**src/sv/wbdc_ram.sv**
```systemverilog
// wbdc_ram: generic single-port ram with registered read
// no dependencies

module wbdc_ram #(
   parameter int WIDTH = 8,
   parameter int DEPTH = 16
) (
   input  logic                     clock,
   input  logic                     wr_en,
   input  logic [$clog2(DEPTH)-1:0] addr,
   input  logic [WIDTH-1:0]         wr_data,
   output logic [WIDTH-1:0]         rd_data
);

   logic [WIDTH-1:0] mem [DEPTH];
   logic [WIDTH-1:0] rd_data_ff;

   // write port and registered read
   always_ff @(posedge clock) begin
      if (wr_en) begin
         mem[addr] <= wr_data;
      end
      rd_data_ff <= mem[addr];
   end

   assign rd_data = rd_data_ff;

endmodule

```
**config.mk**
```make
export PLATFORM = sky130hd
export DESIGN_NAME = wbdc_ram
export DESIGN_NICKNAME = d
export VERILOG_FILES = /design/src/sv/wbdc_ram.sv
export SDC_FILE = /design/constraint.sdc
export NUM_CORES = 1
export LEC_CHECK = 0
export ABC_AREA = 1
export BUFFER_PORTS_ARGS = -buffer_cell sky130_fd_sc_hd__buf_2
export CAP_MARGIN = 20
export CORE_UTILIZATION = 50
export CTS_BUF_LIST = sky130_fd_sc_hd__clkbuf_8
export DETAILED_ROUTE_END_ITERATION = 8
export GPL_TIMING_DRIVEN = 0
export HOLD_SLACK_MARGIN = 0.1
export PLACE_DENSITY = 0.75
export SYNTH_ARGS = -nofsm -noshare
export SYNTH_HDL_FRONTEND = slang
export SYNTH_SLANG_ARGS = --single-unit
```
**constraint.sdc**
```tcl
create_clock -name clock -period 2.15 [get_ports clock]
set_clock_uncertainty 0.15 [all_clocks]
set_input_delay 0.215 -clock clock [delete_from_list [all_inputs] [get_ports clock]]
set_output_delay 0.215 -clock clock [all_outputs]
set_load 0.02 [all_outputs]
```
# Word-level counts from Yosys, hierarchy flattened
# Memory sizes are Yosys's and may differ from the RTL's. A register that Yosys moved wholly into a read port is not among the register bits.
# Index checks and enable logic that the tools add are counted.
# totals
out_inout_bits	8
in_bits	14
regBits	0
memories	1
ramBits	128
elab_cells	3
# op_classes
muxes	2
# mem_list
name	words	word_bits	rd	rd_clocked_by_memory_dff	wr	line_no	source
mem	16	8	1	1	1	15	logic [WIDTH-1:0] mem [DEPTH];
# ops
operator	n
1-bit 2-to-1 mux	2

# Longest topological paths before layout
# logic_depth
depth_word	2
mapped_depth	11

# Worst setup path after synthesis
# Ideal clock, no wire load.
# synth_path
path_type	input-to-reg
from	input port addr[1]
to	memory mem[3][0] (enable)
stages	4
path_slack_ps	408
path_buffers	2
t_arrival_ps	1222
cell_sequence	buf_2 > clkbuf_1 > nand3_1 > nor2_1
# synth_rtl
element	line_no	source
start: declaration	10	input logic [$clog2(DEPTH)-1:0] addr,
end: declaration	15	
# No word-level cell before the write port.

# Worst setup path after layout
# layout_path
from	input port addr[0]
to	memory mem[12][0] (enable)
# No word-level cell before the write port.

==> qor_table.md <==
| Item | Value |
|---|---|
| Routed via count | 3802 |
| Total number of yosys warnings | 0 |
| Detail-routed net length per standard cell | 16.0 um |
| Number of global-route vias before repair | 3580 |
| Flip-flop and latch count after synthesis | 136 |
| Antenna diode count | 0 |
| Tightest Pin Transition | 0.757 ns |
| Pwr Total | 5.36 mW |
| Root buffer cell | sky130_fd_sc_hd__clkbuf_8 |
| Routed wire length | 12000 um |
| GRT Resource Usage Total | 22.8% |
| Maximum operating frequency | 553 MHz |
| CP max stage cell | sky130_fd_sc_hd__nor2_1 |
| Clock transition at the registers of the reported paths | 0.07 ns |
| Synth Net Count | 562 |
| Min cycle time layout | 1.81 ns |
| Initial core utilization | 51.4% |
| Result of the run | finished clean |
| Die Area | 11600 sq um |
| Detail-routed via count per cell | 5.08 |
| Min-Delay Path Class | primary input to register |
| Fraction of power consumed by the clock network | 37.1% |
| Req. time, crit path | 2.07 ns |
| Syn-to-layout area delta | 13.2% |
| Origin of the worst setup path | addr[0] |
| Maximum buffer depth of the clock tree | 2 |
| Final count of pins violating max slew | 0 |
| Peak supply drop | 503 uV |
| CTS tree | done |
| Part of the total power dissipated in combinational logic | 7.3% |
| Maximum capacitance violations | 0 |
| Die height | 108 um |
| Sequential fraction of design power | 55.5% |
| Static Leakage | 2.71 nW |
| Buffer and inverter count on the worst path | 4 |
| Chain of cells forming the critical path | buf_2 > inv_2 > buf_4 > buf_2 > nand3_1 > nor2_1 |
| Final GP Congestion | 0.894 |
| Sum of overflow across all layers after global routing | 0 |
| NumNets Final | 609 |
| Hold violation total from the final report | 0 |
| Core outline area | 10900 sq um |
| Number of clock buffers inserted by TritonCTS | 17 |
| Synthesized instance count | 548 |
| Cell with the most instances on the worst path | sky130_fd_sc_hd__buf_2 |
| Net Sw Power | 1.25 mW |
| Maximum net fanout on the critical path | 10 |
| H-tree levels | 4 |
| Worst hold path startpoint | addr[2] |
| Fin cells | 748 |
| Global-route wire length before repair | 18700 um |
| Width of the chip | 108 um |
| Final core area utilization | 58.1% |
| Final worst path period share | 84.1% |
| Worst slew margin | 49.3% |
| Startpoint types | primary input |
| Placed cells | 708 |
| Total area of sequential cells | 4000 sq um |
| Mean area per synthesized cell | 10.2 sq um |
| Minimum setup slack in the final design | 0.342 ns |
| Setup violations, final | 0 |
| Net switching share of the total power | 23.3% |
| Number of distinct standard cells referenced by the synthesized netlist | 11 |
| Fillers | 863 |
| Worst path max stage delay | 0.64 ns |
| Antenna violations before repair | 0 |
| Footprint of the multi-input gates | 1390 sq um |
| Quantity of I/O buffers inserted on ports | 20 |
| Number of detailed-route iterations in the first pass | 5 |
| Synthesized area | 5590 sq um |
| Std-Cell Rows | 38 |
| Critical Path AT | 1.73 ns |
| Antenna-violating nets left | 0 |
| Violation count after the first detailed-route iteration | 254 |
| Top cell family by delay on the critical path | simple AND/OR/NAND/NOR gates |
| Detailed-route DRC error count | 0 |
| Number of ports placed on the die boundary | 22 |
| RR Startpoint | mem[13][7]$_DFFE_PP_ |
| Clock sink total | 136 |
| CP endpoint kind | register |
| Placement-stage worst setup slack | -0.138 ns |
| Setup repair after global routing missed its margin | no |
| Type of the worst setup path | primary input to register |
| Power density over the cells | 847 nW/um^2 |
| Fraction of final layout cells with drive strength greater than 1 | 11.3% |
| Internal Power | 4.11 mW |
| Clock latency at the later pin of the worst-skew pair | 0.44 ns |
| Post-DP HPWL | 7520 um |
| Sequential element share of the synthesized area | 71.6% |
| Maximum number of pins on one net before global-route repair | 17 |
power by group through the flow:
stage	logic (mW)	registers (mW)	clock network [mW]
2_1_floorplan	0.204	3.06	0
3_3_place_gp	0.367	3.03	0
3_5_place_dp	0.375	3.03	0
4_1_cts	0.389	2.98	2.01
5_1_grt	0.438	2.98	2.11
6_report	0.393	2.98	1.99
path summary, 6_finish.rpt:
| kind | endpoint | cells after the start | slack (ns) |
|---|---|---|---|
| setup / recovery | mem[12][0]$_DFFE_PP_ | 6 | 0.34 |
| hold / removal | rd_data[2]$_DFF_P_ | 6 | 0.19 |
| setup reg to reg | rd_data[7]$_DFF_P_ | 8 | 0.95 |
| hold reg to reg | rd_data[2]$_DFF_P_ | 8 | 0.57 |
metal layers:
metal | global-route usage [%] | up-vias | part of all wire, %
li1 | - | 1846 | -
met1 | 30.4 | 1785 | 44
met2 | 35.8 | 142 | 48
met3 | 4.78 | 29 | 5.1
met4 | 10.8 | 0 | 2.7
met5 | 0 | - | 0
registers in the layout, indices dropped and copies added, names as in the netlist:
register and count:
mem 128, rd_data 8
area by class of cell:
| type | count | share of cell area [%] |
|---|---|---|
| Sequential cell | 136 | 63.3 |
| Multi-Input combinational cell | 368 | 21.9 |
| Clock buffer | 18 | 3.91 |
| Timing Repair Buffer | 28 | 2.85 |
| Tap cell | 140 | 2.77 |
| Clock inverter | 14 | 2.10 |
| Buffer | 21 | 1.84 |
| Inverter | 23 | 1.36 |
through the flow:
stage | TNS [ns] | instance area (sq um) | hold WS [ns]
3_3_place_gp | -2.71 | 5870 | 0.479
4_1_cts | 0 | 6330 | 0.149
5_1_grt | 0 | 6330 | 0.237
3_5_place_dp | -7.47 | 5870 | 0.480
6_report | 0 | 6330 | 0.187
2_1_floorplan | 0 | 5590 | 0.164
logic make-up (layout without fill, tap and decap cells):
family | count (synthesis) | count (layout) | synth area share (%)
simple gates | 368 | 368 | 24.8
flops | 136 | 136 | 71.6
buf+inv | 44 | 104 | 3.62
cell usage in the layout, fill, tap and decap left out, drive strengths merged:
| cell type | instances |
|---|---|
| buf | 38 |
| bufinv | 2 |
| clkbuf | 21 |
| clkinv | 7 |
| clkinvlp | 6 |
| dfxtp | 8 |
| dlygate4sd3 | 8 |
| edfxtp | 128 |
| inv | 22 |
| nand2 | 346 |
| nand3 | 4 |
| nor2 | 18 |
Yosys cell counts:
cell type / n / area (sq um)
sky130_fd_sc_hd__edfxtp_1: 128 / 3840
sky130_fd_sc_hd__nor2_1: 18 / 67.6
sky130_fd_sc_hd__clkinv_1: 1 / 3.75
sky130_fd_sc_hd__buf_4: 6 / 45.0
sky130_fd_sc_hd__buf_2: 12 / 60.1
sky130_fd_sc_hd__clkbuf_1: 3 / 11.3
sky130_fd_sc_hd__nand3_1: 4 / 20.0
sky130_fd_sc_hd__nand2_1: 346 / 1300
sky130_fd_sc_hd__dfxtp_1: 8 / 160
sky130_fd_sc_hd__inv_2: 1 / 3.75
sky130_fd_sc_hd__inv_1: 21 / 78.8
worst register-to-register path: stages (launching register included):
cell	delay, ns
sky130_fd_sc_hd__edfxtp_1	0.38
sky130_fd_sc_hd__nand2_1	0.08
sky130_fd_sc_hd__nand2_1	0.06
sky130_fd_sc_hd__nand2_1	0.06
sky130_fd_sc_hd__nand2_1	0.08
sky130_fd_sc_hd__nand2_1	0.10
sky130_fd_sc_hd__nand2_1	0.07
sky130_fd_sc_hd__inv_1	0.06
sky130_fd_sc_hd__nand2_1	0.05
timing repair:
item	in CTS	in global routing
hold buffers	8	0
gates resized for setup	0	0
buffers inserted	0	0
endpoints found under the hold margin	128	0
(Power assumes the default switching activity.)
